File: src/design/swss_pkg.sv
// ----------------------------------------------------------------------------
// swss_pkg
// Shared types, constants and the segment table for the serial stopwatch.
// ----------------------------------------------------------------------------
package swss_pkg;

  localparam int CmdW       = 2;
  localparam int PrescaleW  = 16;
  localparam int DotW       = 4;
  localparam int Digits     = 4;
  localparam int DigitW     = 4;
  localparam int SegW       = 7;
  localparam int BitsPerDig = 16;
  localparam int FrameW     = Digits * BitsPerDig;
  localparam int BitCntW    = $clog2(FrameW);
  localparam int ApbAddrW   = 3;
  localparam int ApbDataW   = 32;

  typedef enum logic [CmdW-1:0] {
    CMD_TICK    = 2'd0,
    CMD_BUTTON  = 2'd1,
    CMD_REFRESH = 2'd2
  } cmd_e;

  typedef enum logic {
    REG_TICKS_PER_COUNT = 1'b0,
    REG_DOT_MASK        = 1'b1
  } reg_idx_e;

  // Control from the input side to the timer core.
  typedef struct packed {
    logic tick;
    logic button;
    logic level;
  } timer_ctl_t;

  // Elapsed count as BCD digits, element 0 is the thousands digit.
  typedef logic [Digits-1:0][DigitW-1:0] bcd_t;

  // Active-low segments, bit 6 = g down to bit 0 = a.
  function automatic logic [SegW-1:0] seg_code(input logic [DigitW-1:0] digit);
    logic [SegW-1:0] code;
    case (digit)
      4'd0:    code = 7'h40;
      4'd1:    code = 7'h79;
      4'd2:    code = 7'h24;
      4'd3:    code = 7'h30;
      4'd4:    code = 7'h19;
      4'd5:    code = 7'h12;
      4'd6:    code = 7'h02;
      4'd7:    code = 7'h78;
      4'd8:    code = 7'h00;
      4'd9:    code = 7'h10;
      default: code = 7'h7F;
    endcase
    return code;
  endfunction

endpackage

File: src/design/swss_if.sv
// ----------------------------------------------------------------------------
// swss_if
// Valid/ready channels for stopwatch commands and serial output bits.
// ----------------------------------------------------------------------------
interface swss_in_if;
  logic                     valid;
  logic                     ready;
  logic [swss_pkg::CmdW-1:0] cmd;
  logic                     button_level;

  modport source (output valid, cmd, button_level, input ready);
  modport sink   (input valid, cmd, button_level, output ready);
endinterface

interface swss_out_if;
  logic valid;
  logic ready;
  logic serial_bit;
  logic latch_pulse;
  logic last_bit;

  modport source (output valid, serial_bit, latch_pulse, last_bit, input ready);
  modport sink   (input valid, serial_bit, latch_pulse, last_bit, output ready);
endinterface

File: src/design/swss_timer.sv
// ----------------------------------------------------------------------------
// swss_timer
// Prescaler, BCD elapsed counter and run/pause button logic.
// ----------------------------------------------------------------------------
module swss_timer (
  input  logic                           clk_i,
  input  logic                           rst_ni,
  input  swss_pkg::timer_ctl_t           ctl_i,
  input  logic [swss_pkg::PrescaleW-1:0] ticks_per_count_i,
  output swss_pkg::bcd_t                 digits_o
);
  import swss_pkg::*;

  logic [PrescaleW-1:0] prescale_q, prescale_d;
  bcd_t                 digits_q, digits_d;
  logic                 running_q, running_d;
  logic                 held_q, held_d;
  logic [PrescaleW:0]   prescale_inc;
  logic                 step;
  logic                 carry;

  assign prescale_inc = {1'b0, prescale_q} + {{PrescaleW{1'b0}}, 1'b1};
  assign step         = ctl_i.tick && running_q &&
                        (prescale_inc >= {1'b0, ticks_per_count_i});

  always_comb begin
    prescale_d = prescale_q;
    if (ctl_i.tick && running_q) begin
      prescale_d = step ? '0 : prescale_inc[PrescaleW-1:0];
    end
  end

  // BCD increment, ones digit first; 9999 rolls over to 0000.
  always_comb begin
    digits_d = digits_q;
    carry    = step;
    for (int i = Digits - 1; i >= 0; i--) begin
      if (carry) begin
        if (digits_q[i] == 4'd9) begin
          digits_d[i] = '0;
        end else begin
          digits_d[i] = digits_q[i] + 4'd1;
          carry       = 1'b0;
        end
      end
    end
  end

  // Toggle on press edge, rearm on release.
  always_comb begin
    running_d = running_q;
    held_d    = held_q;
    if (ctl_i.button) begin
      if (!held_q && !ctl_i.level) begin
        held_d    = 1'b1;
        running_d = !running_q;
      end else if (held_q && ctl_i.level) begin
        held_d = 1'b0;
      end
    end
  end

  always_ff @(posedge clk_i or negedge rst_ni) begin
    if (!rst_ni) begin
      prescale_q <= '0;
      digits_q   <= '0;
      running_q  <= 1'b1;
      held_q     <= 1'b0;
    end else begin
      prescale_q <= prescale_d;
      digits_q   <= digits_d;
      running_q  <= running_d;
      held_q     <= held_d;
    end
  end

  assign digits_o = digits_q;

endmodule

File: src/design/swss_serializer.sv
// ----------------------------------------------------------------------------
// swss_serializer
// Builds the 64-bit display frame and shifts it out one bit per transaction.
// ----------------------------------------------------------------------------
module swss_serializer (
  input  logic                      clk_i,
  input  logic                      rst_ni,
  input  logic                      load_i,
  input  swss_pkg::bcd_t            digits_i,
  input  logic [swss_pkg::DotW-1:0] dot_mask_i,
  output logic                      can_load_o,
  swss_out_if.source                out_if
);
  import swss_pkg::*;

  logic [FrameW-1:0]  shift_q, shift_d;
  logic [BitCntW-1:0] cnt_q, cnt_d;
  logic               busy_q, busy_d;
  logic [FrameW-1:0]  frame;
  logic               out_fire;
  logic               last_beat;

  // Digit 0 (the thousands digit) goes first, first-sent bit in the MSB.
  always_comb begin
    for (int d = 0; d < Digits; d++) begin
      frame[FrameW-1-d*BitsPerDig -: BitsPerDig] =
        {dot_mask_i[d], seg_code(digits_i[d]), 8'h08 >> d};
    end
  end

  assign out_fire   = out_if.valid && out_if.ready;
  assign last_beat  = (cnt_q == BitCntW'(FrameW - 1));
  assign can_load_o = !busy_q || (out_fire && last_beat);

  always_comb begin
    shift_d = shift_q;
    cnt_d   = cnt_q;
    busy_d  = busy_q;
    if (out_fire) begin
      shift_d = {shift_q[FrameW-2:0], 1'b0};
      cnt_d   = cnt_q + BitCntW'(1);
      if (last_beat) begin
        busy_d = 1'b0;
      end
    end
    if (load_i) begin
      shift_d = frame;
      cnt_d   = '0;
      busy_d  = 1'b1;
    end
  end

  always_ff @(posedge clk_i or negedge rst_ni) begin
    if (!rst_ni) begin
      cnt_q  <= '0;
      busy_q <= 1'b0;
    end else begin
      cnt_q  <= cnt_d;
      busy_q <= busy_d;
    end
  end

  always_ff @(posedge clk_i) begin
    shift_q <= shift_d;
  end

  assign out_if.valid       = busy_q;
  assign out_if.serial_bit  = shift_q[FrameW-1];
  assign out_if.latch_pulse = (cnt_q[3:0] == 4'(BitsPerDig - 1));
  assign out_if.last_bit    = last_beat;

endmodule

File: src/design/stopwatch_serial_seven_segment.sv
// ----------------------------------------------------------------------------
// stopwatch_serial_seven_segment
// Four-digit stopwatch that streams seven-segment frames for a chain of two
// serial-in shift registers.
// ----------------------------------------------------------------------------
//
//   channel   direction  payload                              handshake
//   in_if     sink       cmd, button_level                    valid/ready
//   out_if    source     serial_bit, latch_pulse, last_bit    valid/ready
//   apb       slave      paddr, pwdata, prdata                psel/penable
//
// Ticks and button samples can follow back to back; they make no output
// transaction. A refresh loads the 64-bit frame and drains it one bit per
// output transaction, first bit on the next cycle. Hold a new refresh until
// the shifter sends its last bit; ticks and button samples keep flowing
// meanwhile. Reset (rst_ni low, asynchronous) clears the counters, sets the
// watch running, ticks_per_count 50, dot_mask 15.
// ----------------------------------------------------------------------------
module stopwatch_serial_seven_segment (
  input  logic                          clk_i,
  input  logic                          rst_ni,
  swss_in_if.sink                       in_if,
  swss_out_if.source                    out_if,
  input  logic                          psel,
  input  logic                          penable,
  input  logic                          pwrite,
  input  logic [swss_pkg::ApbAddrW-1:0] paddr,
  input  logic [swss_pkg::ApbDataW-1:0] pwdata,
  output logic [swss_pkg::ApbDataW-1:0] prdata,
  output logic                          pready
);
  import swss_pkg::*;

  logic [PrescaleW-1:0] ticks_per_count_q;
  logic [DotW-1:0]      dot_mask_q;
  logic                 cfg_wr;
  reg_idx_e             reg_idx;
  logic                 in_fire;
  logic                 can_load;
  logic                 refresh_load;
  timer_ctl_t           timer_ctl;
  bcd_t                 digits;

  // --------------------------------------------------------------------------
  // APB register file: word address selects the register
  // --------------------------------------------------------------------------
  assign pready  = 1'b1;
  assign reg_idx = reg_idx_e'(paddr[2]);
  assign cfg_wr  = psel && penable && pwrite && pready;

  always_ff @(posedge clk_i or negedge rst_ni) begin
    if (!rst_ni) begin
      ticks_per_count_q <= PrescaleW'(50);
      dot_mask_q        <= DotW'(15);
    end else if (cfg_wr) begin
      unique case (reg_idx)
        REG_TICKS_PER_COUNT: ticks_per_count_q <= pwdata[PrescaleW-1:0];
        REG_DOT_MASK:        dot_mask_q        <= pwdata[DotW-1:0];
        default: ;
      endcase
    end
  end

  always_comb begin
    unique case (reg_idx)
      REG_TICKS_PER_COUNT: prdata = {{(ApbDataW-PrescaleW){1'b0}}, ticks_per_count_q};
      REG_DOT_MASK:        prdata = {{(ApbDataW-DotW){1'b0}}, dot_mask_q};
      default:             prdata = '0;
    endcase
  end

  // --------------------------------------------------------------------------
  // Command decode: only a refresh has to wait for the shifter
  // --------------------------------------------------------------------------
  assign in_if.ready  = (in_if.cmd != CMD_REFRESH) || can_load;
  assign in_fire      = in_if.valid && in_if.ready;
  assign refresh_load = in_fire && (in_if.cmd == CMD_REFRESH);

  always_comb begin
    timer_ctl        = '0;
    timer_ctl.level  = in_if.button_level;
    if (in_fire) begin
      case (in_if.cmd)
        CMD_TICK:   timer_ctl.tick   = 1'b1;
        CMD_BUTTON: timer_ctl.button = 1'b1;
        default: ;  // refresh handled by the shifter; code three is dropped
      endcase
    end
  end

  // Count state; the refresh samples it before this cycle's update.
  swss_timer u_timer (
    .clk_i             (clk_i),
    .rst_ni            (rst_ni),
    .ctl_i             (timer_ctl),
    .ticks_per_count_i (ticks_per_count_q),
    .digits_o          (digits)
  );

  // Frame build and bit shifter with the registered output.
  swss_serializer u_serializer (
    .clk_i      (clk_i),
    .rst_ni     (rst_ni),
    .load_i     (refresh_load),
    .digits_i   (digits),
    .dot_mask_i (dot_mask_q),
    .can_load_o (can_load),
    .out_if     (out_if)
  );

endmodule

File: src/flat_wrapper.sv
// flat-port wrapper written by rule: the top's interface ports become plain ports
module stopwatch_serial_seven_segment_flat import swss_pkg::*;
  (clk_i, rst_ni, psel, penable, pwrite, paddr, pwdata, prdata, pready, in_if_valid, in_if_cmd, in_if_button_level, in_if_ready, out_if_valid, out_if_serial_bit, out_if_latch_pulse, out_if_last_bit, out_if_ready);
  swss_in_if in_if_i ();
  swss_out_if out_if_i ();
  input  logic clk_i;
  input  logic rst_ni;
  input  logic psel;
  input  logic penable;
  input  logic pwrite;
  input  logic [swss_pkg::ApbAddrW-1:0] paddr;
  input  logic [swss_pkg::ApbDataW-1:0] pwdata;
  output logic [swss_pkg::ApbDataW-1:0] prdata;
  output logic pready;
  input wire logic [$bits(in_if_i.valid)-1:0] in_if_valid;
  input wire logic [$bits(in_if_i.cmd)-1:0] in_if_cmd;
  input wire logic [$bits(in_if_i.button_level)-1:0] in_if_button_level;
  output wire logic [$bits(in_if_i.ready)-1:0] in_if_ready;
  output wire logic [$bits(out_if_i.valid)-1:0] out_if_valid;
  output wire logic [$bits(out_if_i.serial_bit)-1:0] out_if_serial_bit;
  output wire logic [$bits(out_if_i.latch_pulse)-1:0] out_if_latch_pulse;
  output wire logic [$bits(out_if_i.last_bit)-1:0] out_if_last_bit;
  input wire logic [$bits(out_if_i.ready)-1:0] out_if_ready;
  assign in_if_i.valid = in_if_valid;
  assign in_if_i.cmd = in_if_cmd;
  assign in_if_i.button_level = in_if_button_level;
  assign in_if_ready = in_if_i.ready;
  assign out_if_valid = out_if_i.valid;
  assign out_if_serial_bit = out_if_i.serial_bit;
  assign out_if_latch_pulse = out_if_i.latch_pulse;
  assign out_if_last_bit = out_if_i.last_bit;
  assign out_if_i.ready = out_if_ready;
  stopwatch_serial_seven_segment u_core (.clk_i(clk_i), .rst_ni(rst_ni), .in_if(in_if_i), .out_if(out_if_i), .psel(psel), .penable(penable), .pwrite(pwrite), .paddr(paddr), .pwdata(pwdata), .prdata(prdata), .pready(pready));
endmodule
File: config.mk
export PLATFORM = sky130hd
export DESIGN_NAME = stopwatch_serial_seven_segment_flat
export DESIGN_NICKNAME = d
export VERILOG_FILES = /design/src/design/swss_pkg.sv /design/src/design/swss_if.sv /design/src/design/swss_timer.sv /design/src/design/swss_serializer.sv /design/src/design/stopwatch_serial_seven_segment.sv /design/src/flat_wrapper.sv
export SDC_FILE = /design/constraint.sdc
export NUM_CORES = 1
export LEC_CHECK = 0
export BUFFER_PORTS_ARGS = -buffer_cell sky130_fd_sc_hd__buf_4
export CORE_AREA = 3 3 118 120
export CTS_BUF_LIST = sky130_fd_sc_hd__clkbuf_4 sky130_fd_sc_hd__clkbuf_8 sky130_fd_sc_hd__clkbuf_16
export CTS_CLUSTER_SIZE = 10
export DETAILED_ROUTE_END_ITERATION = 8
export DIE_AREA = 0 0 121 123
export PLACE_DENSITY_LB_ADDON = 0.1
export SYNTH_ARGS = -nofsm -noshare
export SYNTH_HDL_FRONTEND = slang
export SYNTH_SLANG_ARGS = --single-unit
File: constraint.sdc
create_clock -name clk_i -period 9.55 [get_ports clk_i]
set_input_delay 0.4775 -clock clk_i [delete_from_list [all_inputs] [get_ports clk_i]]
set_output_delay 0.4775 -clock clk_i [all_outputs]
set_load 0.05 [all_outputs]
==> results of run 1 <==
[metal layers]
| metal | vias up | GRT usage (%) |
|---|---|---|
| li1 | 2575 | - |
| met1 | 2440 | 24.9 |
| met2 | 107 | 32.7 |
| met3 | 15 | 6.04 |
| met4 | 0 | 7.79 |
| met5 | - | 0 |
[worst max-delay path by stage]
stage	end	depth (start not counted)	slack (ns)
after floorplan	u_core.u_serializer.shift_q[10]$_DFFE_PP_	8	6.15
after global placement	u_core.u_timer.digits_o[3]$_DFFE_PN0P_	13	5.98
after detailed placement	u_core.u_timer.digits_o[7]$_DFFE_PN0P_	13	5.90
after CTS	u_core.u_timer.digits_o[7]$_DFFE_PN0P_	13	5.88
after global routing	u_core.u_timer.digits_o[7]$_DFFE_PN0P_	13	5.62
final	u_core.u_timer.digits_o[7]$_DFFE_PN0P_	13	5.90
[power by group through the flow]
stage                     clock network, W  logic, W  registers, W
after global placement                   0  0.000275      0.000682
final                             0.000607  0.000282      0.000676
after CTS                         0.000622  0.000286      0.000676
after detailed placement                 0  0.000285      0.000686
after floorplan                          0  0.000222      0.000672
after global routing              0.000651  0.000318      0.000686
[worst reg2reg max path, stage by stage, from the launching register on]
cell and delay, ns:
dfrtp_1 0.43, ha_1 0.27, nand3_2 0.19, or3_1 0.45, nor2_1 0.16, xor2_1 0.23, ha_1 0.30, and4_1 0.22
and2_1 0.16, a32oi_1 0.22, o211ai_2 0.11, buf_4 0.25, and3_4 0.25, a221o_1 0.32
[state kept, by name (all words and copies together), names as in the netlist]
signal	count
u_core.dot_mask_q	4
u_core.ticks_per_count_q	16
u_core.u_serializer.cnt_q	6
u_core.u_serializer.out_if.valid	1
u_core.u_serializer.shift_q	64
u_core.u_timer.digits_o	16
u_core.u_timer.held_q	1
u_core.u_timer.prescale_q	16
u_core.u_timer.running_q	1
[logic make-up (layout without fill, tap and decap cells)]
| logic type | after synthesis | count (layout) | synth area share, % |
|---|---|---|---|
| AND/OR/NAND/NOR | 262 | 262 | 16.8 |
| AO/OA/AOI/OAI | 155 | 155 | 14.0 |
| flip-flops | 125 | 125 | 45.8 |
| buffers and inverters | 99 | 122 | 6.88 |
| multiplexers | 40 | 40 | 6.37 |
| adder cells (fa/ha/maj) | 39 | 39 | 7.12 |
| XOR/XNOR | 23 | 23 | 2.94 |
| other | 2 | 17 | 0.110 |
[final cells by class]
type / instances / area share (%)
Multi-Input combinational cell: 536 / 42.6
Clock inverter: 12 / 1.06
Sequential cell: 125 / 40.4
Clock buffer: 20 / 6.22
Inverter: 39 / 1.89
Timing Repair Buffer: 51 / 4.93
Tap cell: 176 / 2.84
[placed cells by master (no fill, tap or decap), drive strengths merged, types with 3 or more instances in the layout]
cell type / synthesis / routed
a22o: 3 / 3
edfxtp: 32 / 32
xor2: 10 / 10
xnor2: 13 / 13
o221ai: 9 / 9
nor2b: 3 / 3
a21oi: 49 / 49
conb: 2 / 17
a211oi: 3 / 3
nand3b: 4 / 4
or3: 4 / 4
dfrtp: 53 / 53
a31o: 3 / 3
o21ai: 58 / 58
o31ai: 3 / 3
nand4: 7 / 7
mux2i: 11 / 11
nand3: 16 / 16
nand2b: 8 / 8
nor3: 8 / 8
nand2: 154 / 154
dfxtp: 32 / 32
ha: 39 / 39
clkinv: 0 / 6
clkbuf: 25 / 20
nor2: 43 / 43
buf: 35 / 51
mux2: 29 / 29
inv: 39 / 44
nor4: 3 / 3
dfstp: 8 / 8
and3: 5 / 5
a21o: 3 / 3
o211ai: 11 / 11
[stage by stage]
stage	util (%)	cells
2_1_floorplan	-	760
3_3_place_gp	55.0	927
3_5_place_dp	55.0	927
4_1_cts	59.3	959
5_1_grt	59.3	959
6_report	59.3	959
==> reports/metrics.csv, run 1 <==
metric,value,unit
met3 wire len,728,microns
sequential area share after synthesis,45.8,%
unrepaired setup endpoints after global routing,false,
Slew Limit Fails,0,
fraction of registers with async set/reset,48.8,%
slowest CP cell,or3_1,
PnR worst setup slack,5.90,ns
Leakage,3.36,nW
Overall Global Routing Usage,20.0,%
DP HPWL,9300,microns
flop-to-flop setup slack,5.90,ns
Tmin final,3.65,ns
Final ANT Viol Nets,0,
Ys Warns,0,
cts repair resizes,0,
DR iter-0 viols,379,
vias in the first global route,5000,
Min Hold Slack,0.149,ns
Critical Path Start,u_core.u_timer.prescale_q[0]$_DFFE_PN0P_,
Worst Hold Class,input pin to async pin,
CP required,9.85,ns
DRT met1 WL,6060,microns
worst-margin pin slew,1.13,ns
Clock Sinks,125,
DIE WIDTH,121,microns
PwrDens,202,mW/mm^2
die area,0.0149,sq mm
Worst slew margin,24.8,%
Fin Setup TNS,0,ns
R2R depth,13,
DP Area,0.00719,sq mm
initial antenna violation count,0,
Worst path max stage delay,0.45,ns
final period utilization,38.3,%
Total Wirelength,13900,microns
Setup crit start kind,flop,
total power,0.00157,W
Synth top area share,19.4,%
combinational group share of total power,18.0,%
top_reg_cell synth,dfrtp_1,
Setup CP Type,flop to flop,
"Largest delay share family, worst path",simple AND/OR/NAND/NOR gates,
initial core utilization,52.4,%
Net Sw Frac,29.7,%
ranking of synthesized cells by area,"dfrtp_1 19%, edfxtp_1 14%, dfxtp_1 9.3%",
vias per cell,5.36,
clk slew on worst S/H paths,0.06,ns
endpoints failing setup,0,
TritonCTS clock tree,built,
Fmax achieved,0.274,GHz
# IOs,83,
first-pass GRT wire length,23700,microns
DRC,0,
Clock Path Buffers,2,
Yosys reg bits,125,
IO Port Bufs,47,
share of layout cells above drive strength 1,16.0,%
top sig layer,met4,
syn avg cell area,9.20,sq um
# hold bufs at CTS,0,
cell taking the most area after synthesis,dfrtp_1,
# diodes,0,
Pint,0.00110,W
area of the multi-input gates,0.00331,sq mm
CP arrival,3.95,ns
Clock Tree Root,clkbuf_16,
total count of hold-check failures in the final report,0,
Clock Latency Late Sink,0.41,ns
cells after synthesis,745,
GP Congestion,0.797,
routed length per instance,14.5,microns
worst IR drop on VDD,0.000124,V
Crit Reg-Reg Startpoint,u_core.u_timer.prescale_q[0]$_DFFE_PN0P_,
core area,0.0131,sq mm
sequential cell area,0.00314,sq mm
H-tree Lvls,4,
post-placement setup slack,5.90,ns
crit path cell chain,ha_1 -> nand3_2 -> or3_1 -> nor2_1 -> xor2_1 -> ha_1 -> and4_1 -> and2_1 -> a32oi_1 -> o211ai_2 -> buf_4 -> and3_4 -> a221o_1,
Worst Clk Skew,0.0121,ns
max-cap check violation count,0,
"count leader, synth",nand2_1,
Worst Path Buf+Inv,1,
Inserted Clock Buffers,17,
CP most frequent cell,ha_1,
largest net degree at the start of global routing,88,
RR Endpoint,u_core.u_timer.digits_o[7]$_DFFE_PN0P_,
die height,123,microns
Area growth syn-to-layout,13.3,%
Layout Nets,854,
sequential share of power,43.2,%
total gr overflow,0,
total setup buffers inserted after CTS,0,
Detailed Routing Iterations Pass 1,4,
DR WL met2,6910,microns
fin area,0.00776,sq mm
CP endpoint kind,flop,
mapped cell area,0.00685,sq mm
most frequent cells after synthesis,"154 x nand2_1, 53 x dfrtp_1, 50 x o21ai_0",
number of distinct library cells after synthesis,60,
clock power share,38.8,%
highest fanout seen on the critical path,29,
Fill cells,1146,
Net Sw Power,0.000465,W
total number of vias,5137,
status,"finished, final reports clean",
Post-synth EDFFs,32,
# rows,42,
(Power assumes the default switching activity.)
==> run 2, diff against run 1 <==
==> constraint.sdc (replaced) <==
create_clock -name clk_i -period 3.5 [get_ports clk_i]
set_input_delay 0.175 -clock clk_i [delete_from_list [all_inputs] [get_ports clk_i]]
set_output_delay 0.175 -clock clk_i [all_outputs]
set_load 0.05 [all_outputs]
==> run 2 against run 1 <==
- flip-flop and latch count unchanged
- global-route usage is 0.51 points higher
- worst hold slack worse by 0.13 ns
- critical path depth fell by 1
- sequential power grew to 2.7 times the previous value
- total power rose to 2.8 times the previous value
- via count rose by 1.4%
- maximum frequency increased by 8.9%
- clock skew shrank 0.0071 ns
- combinational power rose to 2.9 times the previous value
- utilization up 2.8 points
- first-iteration DRC count is 41% lower
==> reports/metrics.csv, run 2 (same netlist as run 1, synthesis figures left out) <==
metric,value,unit
status,"finished, final reports clean",
Min Hold Slack,0.0174,ns
CP arrival,3.65,ns
flop-to-flop setup slack,0.14,ns
share of layout cells above drive strength 1,18.4,%
PwrDens,536,mW/mm^2
most frequent cells in the layout,"154 x nand2_1, 64 x buf_4, 51 x dfrtp_1, 50 x o21ai_0, 49 x a21oi_1",
Clock Tree Root,clkbuf_16,
CP most frequent cell,ha_1,
Fill cells,1119,
core area,0.0131,sq mm
clk slew on worst S/H paths,0.05,ns
endpoints failing setup,0,
die height,123,microns
Worst Clk Skew,0.00502,ns
Layout Nets,885,
Clock Path Buffers,2,
RR Endpoint,u_core.u_timer.digits_o[8]$_DFFE_PN0N_,
Total Wirelength,14100,microns
Clock Latency Late Sink,0.41,ns
DP HPWL,9870,microns
Crit Reg-Reg Startpoint,u_core.u_timer.prescale_q[0]$_DFFE_PN0P_,
crit path cell chain,ha_1 -> nand3_2 -> or3_4 -> nor3_2 -> xor2_1 -> ha_1 -> and3_1 -> a221oi_1 -> o211ai_4 -> buf_6 -> nand2_1 -> mux2_1,
first-pass GRT wire length,24300,microns
total count of hold-check failures in the final report,0,
# diodes,0,
post-placement setup slack,0.0658,ns
# rows,42,
DR iter-0 viols,224,
initial antenna violation count,0,
Tmin final,3.36,ns
max FFs per register,64,
M1 GR Usage,24.5,%
CP endpoint kind,flop,
Worst slew margin,43.2,%
highest fanout seen on the critical path,9,
Clock Sinks,125,
DRC,0,
"commonest non-fill, non-tap cell in the layout",nand2_1,
GP Congestion,0.814,
R2R depth,12,
die area,0.0149,sq mm
busiest grt layer,met2,
Inserted Clock Buffers,17,
Fin Setup TNS,0,ns
Global Route met2 Usage,35.2,%
CP required,3.79,ns
GR Util met3,4.80,%
largest net degree at the start of global routing,62,
Top reg by flops,u_core.u_serializer.shift_q,
TritonCTS clock tree,built,
total power,0.00436,W
DIE WIDTH,121,microns
Detailed Routing Iterations Pass 1,4,
crit path to,u_core.u_timer.digits_o[8]$_DFFE_PN0N_,
Slew Limit Fails,0,
Critical Path Start,u_core.u_timer.prescale_q[0]$_DFFE_PN0P_,
Overall Global Routing Usage,20.5,%
unrepaired setup endpoints after global routing,false,
IO Port Bufs,47,
vias per cell,5.26,
H-tree Lvls,4,
Area growth syn-to-layout,18.6,%
total gr overflow,0,
initial core utilization,52.4,%
Fmax achieved,0.298,GHz
Leakage,3.51,nW
Setup crit start kind,flop,
max-cap check violation count,0,
vias in the first global route,5251,
final period utilization,95.9,%
# IOs,83,
worst-margin pin slew,0.847,ns
routed length per instance,14.3,microns
Setup CP Type,flop to flop,
worst IR drop on VDD,0.000356,V
total number of vias,5210,
Final ANT Viol Nets,0,
Worst Hold Class,input pin to flop,
Worst path max stage delay,0.43,ns
slowest CP cell,a221oi_1,
PnR worst setup slack,0.144,ns
run 2: changes by cell type in the layout (fill, tap and decap cells not counted), moves of 3 or more:
cell	previous run	this run
dlygate4sd3_1	0	16
buf_4	51	64
inv_4	4	0
clkbuf_8	0	3
nor2_1	42	39
nor2_2	0	3
run 2: final cells by class:
type                       count  area (sq um)  share of cell area (%)
multi-input combinational    536          3360                    41.3
inverter                      39           146                    1.80
clock inverter                10          86.3                    1.06
tap                          176           220                    2.71
timing repair buffer          82           672                    8.27
clock buffer                  22           499                    6.15
sequential                   125          3140                    38.7
run 2: repair_timing:
action | CTS | global route
gates resized for setup | 0 | 12
hold buffers | 16 | 0
setup endpoints to repair | 0 | 19
endpoints found under the hold margin | 70 | 0
setup buffers | 0 | 1
run 2: routing by layer:
layer | vias up | wire (microns) | share of wire (%)
met5 | - | 0 | 0
met4 | 0 | 373 | 2.6
met3 | 25 | 511 | 3.6
met2 | 86 | 6970 | 49
met1 | 2456 | 6270 | 44
li1 | 2643 | - | -
run 2: metrics by stage:
stage	utilization, %	instance area, sq um	std cells
after global routing	62.1	8120	990
after detailed placement	55.9	7310	941
after global placement	55.9	7310	941
after floorplan	-	6910	760
final	62.1	8120	990
after CTS	61.6	8060	989
run 2: power by group:
group          total (W)  internal (W)  switching [W]
Combinational   0.000806      0.000318       0.000488
Sequential       0.00185       0.00171       0.000140
Clock            0.00170       0.00108       0.000622
run 2: how the worst min path moves through the flow:
stage	from	end	slack, ns	cells after the start
after floorplan	rst_ni	u_core.ticks_per_count_q[0]$_DFFE_PN0P_	-0.12	0
after global placement	rst_ni	u_core.u_timer.digits_o[0]$_DFFE_PN0P_	0.31	1
after detailed placement	rst_ni	u_core.u_timer.digits_o[2]$_DFFE_PN0P_	0.32	1
after CTS	pwdata[2]	u_core.dot_mask_q[2]$_DFFE_PN1P_	0.005	2
after global routing	pwdata[2]	u_core.dot_mask_q[2]$_DFFE_PN1P_	0.003	2
final	pwdata[2]	u_core.dot_mask_q[2]$_DFFE_PN1P_	0.02	2
run 2: worst max-delay path: cells and delay by family (launching register included):
kind	cells	cell delay [ns]
flops	1	0.42
mux	1	0.33
buf+inv	1	0.19
compound gates	2	0.64
fa+ha+maj	2	0.49
xor+xnor	1	0.23
simple gates	5	0.93
==> run 3, diff against run 2 <==
--- a/config.mk
+++ b/config.mk
@@ -5,12 +5,14 @@
 export SDC_FILE = /design/constraint.sdc
 export NUM_CORES = 1
 export LEC_CHECK = 0
+export ABC_AREA = 1
 export BUFFER_PORTS_ARGS = -buffer_cell sky130_fd_sc_hd__buf_4
 export CORE_AREA = 3 3 118 120
 export CTS_BUF_LIST = sky130_fd_sc_hd__clkbuf_4 sky130_fd_sc_hd__clkbuf_8 sky130_fd_sc_hd__clkbuf_16
 export CTS_CLUSTER_SIZE = 10
 export DETAILED_ROUTE_END_ITERATION = 8
 export DIE_AREA = 0 0 121 123
+export GPL_ROUTABILITY_DRIVEN = 0
 export PLACE_DENSITY_LB_ADDON = 0.1
 export SYNTH_ARGS = -nofsm -noshare
 export SYNTH_HDL_FRONTEND = slang
==> run 3 against run 2 <==
- utilization fell by 0.77 points
- critical path depth rose by 5
- highest routed layer unchanged
- flip-flop and latch count did not move
- largest power group unchanged
==> reports/metrics.csv, run 3 <==
metric,value,unit
status,"finished, final reports clean",
Crit Reg-Reg Startpoint,u_core.u_timer.prescale_q[0]$_DFFE_PN0P_,
vias in the first global route,5204,
Worst slew margin,38.4,%
Clock Path Buffers,2,
vias per cell,5.04,
Clock Tree Root,clkbuf_16,
Tmin final,3.27,ns
initial antenna violation count,0,
total setup buffers inserted after CTS,0,
CP required,3.79,ns
max FFs per register,64,
initial core utilization,52.6,%
Setup crit start kind,flop,
Slew Limit Fails,0,
ranking of synthesized cells by area,"dfrtp_1 19%, edfxtp_1 14%, nand2_1 13%",
fraction of registers with async set/reset,48.8,%
total power,0.00531,W
CP endpoint kind,flop,
Compound-Gate Fraction of Synth Area,11.8,%
Total Wirelength,13800,microns
# rows,42,
Final ANT Viol Nets,0,
first-pass GRT wire length,23600,microns
XOR/XNOR Fraction of Synth Area,2.16,%
mapped cell area,0.00689,sq mm
core area,0.0131,sq mm
endpoints failing setup,0,
area share of fa/ha/maj cells after synthesis,7.09,%
total number of vias,5569,
"commonest non-fill, non-tap cell in the layout",nand2_1,
number of distinct library cells after synthesis,45,
total count of hold-check failures in the final report,0,
worst IR drop on VDD,0.000383,V
highest fanout seen on the critical path,12,
share of layout cells above drive strength 1,13.1,%
multiplexer share of the synthesized area,0,%
most frequent cells after synthesis,"239 x nand2_1, 118 x inv_1, 54 x nand3_1, 54 x o21ai_0, 53 x dfrtp_1",
Synth Area in Simple Gates,22.7,%
sequential area share after synthesis,45.6,%
Critical Path Start,u_core.u_timer.prescale_q[0]$_DFFE_PN0P_,
# diodes,0,
Overall Global Routing Usage,19.6,%
Area growth syn-to-layout,16.5,%
IO Port Bufs,47,
"count leader, synth",nand2_1,
Synth top area share,19.3,%
die area,0.0149,sq mm
CP arrival,3.57,ns
Post-synth EDFFs,32,
Worst Hold Class,input pin to flop,
unrepaired setup endpoints after global routing,true,
Detailed Routing Iterations Pass 1,5,
syn avg cell area,7.90,sq um
worst-margin pin slew,0.921,ns
Inserted Clock Buffers,17,
routed length per instance,12.5,microns
PwrDens,662,mW/mm^2
max-cap check violation count,0,
clk slew on worst S/H paths,0.06,ns
Worst Clk Skew,0.00697,ns
Top reg by flops,u_core.u_serializer.shift_q,
H-tree Lvls,4,
DRC,0,
Clock Latency Late Sink,0.41,ns
Leakage,4.07,nW
DP Area,0.00732,sq mm
Setup CP Type,flop to flop,
cells after synthesis,872,
Yosys reg bits,125,
top_reg_cell synth,dfrtp_1,
# IOs,83,
cell taking the most area after synthesis,dfrtp_1,
DR iter-0 viols,388,
fin area,0.00802,sq mm
final period utilization,93.5,%
TritonCTS clock tree,built,
DP HPWL,9500,microns
die height,123,microns
most frequent cells in the layout,"237 x nand2_1, 118 x inv_1, 54 x o21ai_0, 54 x buf_4, 53 x dfrtp_1",
Fmax achieved,0.306,GHz
largest net degree at the start of global routing,68,
Ys Warns,0,
Fill cells,1138,
Layout Nets,1001,
total gr overflow,0,
DIE WIDTH,121,microns
Hold Crit Start,pwdata[13],
largest family of logic cells by synthesized area,simple AND/OR/NAND/NOR gates,
Clock Sinks,125,
[run 3: layout make-up]
cell class | instances | area, sq um | share of cell area, %
flip-flops and latches | 125 | 3140 | 39.1
multi-input cells | 588 | 3110 | 38.8
clock buffers | 22 | 499 | 6.22
inverters | 127 | 477 | 5.94
repair buffers | 58 | 445 | 5.55
well taps | 176 | 220 | 2.74
clock inverters | 10 | 133 | 1.65
[run 3: stage by stage]
step	setup TNS [ns]	worst slack, ns	hold slack (ns)	util, %	cells
global placement	0	0.262	0.320	55.9	1070
CTS	0	0.0690	0.00178	61.0	1106
detailed placement	0	0.219	0.323	55.9	1070
floorplan	0	0.614	-0.121	-	887
finish	0	0.227	0.0118	61.3	1106
global route	-0.0161	-0.0122	0.00774	61.3	1106
[run 3: logic make-up after synthesis]
kind of cell	count (synthesis)
flops	125
compound gates	142
simple gates	373
buf+inv	174
fa+ha+maj	39
xor+xnor	17
other cells	2
[run 3: worst max-delay path: stages, from the launching register on]
cell      delay, ns
dfrtp_1        0.40
ha_1           0.21
nand2_1        0.09
nor2_1         0.18
nand2_2        0.13
or3_1          0.34
xor2_1         0.19
inv_1          0.06
ha_1           0.30
nand2_1        0.08
nor2_1         0.16
nand2_1        0.06
o21ai_0        0.21
nand2_1        0.10
nand3_2        0.17
nand4_4        0.20
o21bai_1       0.20
nand2_1        0.07
[run 3: worst paths after layout]
kind	to	slack, ns	cells after the start
min in group asynchronous	u_core.u_timer.digits_o[1]$_DFFE_PN0P_	0.42	2
max	u_core.u_timer.digits_o[3]$_DFFE_PN0P_	0.23	17
max reg2reg	u_core.u_timer.digits_o[3]$_DFFE_PN0P_	0.23	17
max in group asynchronous	u_core.u_serializer.cnt_q[5]$_DFFE_PN0P_	2.54	2
min reg2reg	u_core.u_serializer.shift_q[17]$_SDFFE_PP1P_	0.47	2
min	u_core.ticks_per_count_q[13]$_DFFE_PN0P_	0.01	3
[run 3: routing by layer]
metal	share of wire, %	vias to the layer above	track usage (%)
met1	47	2606	25.4
met2	49	80	32.5
met5	0	-	0
met4	1.6	0	8.07
li1	-	2862	-
met3	2.6	21	3.93
[run 3: where the power goes]
group	total (W)	internal [W]	switching (W)
clock	0.00185	0.00122	0.000626
sequential	0.00208	0.00188	0.000200
combinational	0.00138	0.000502	0.000876
[run 3: what timing repair did]
item | 4_1_cts | 5_1_grt
hold buffers | 4 | 0
gates resized for setup | 0 | 7
hold endpoints to repair | 57 | 0
endpoints found under the setup margin | 0 | 12
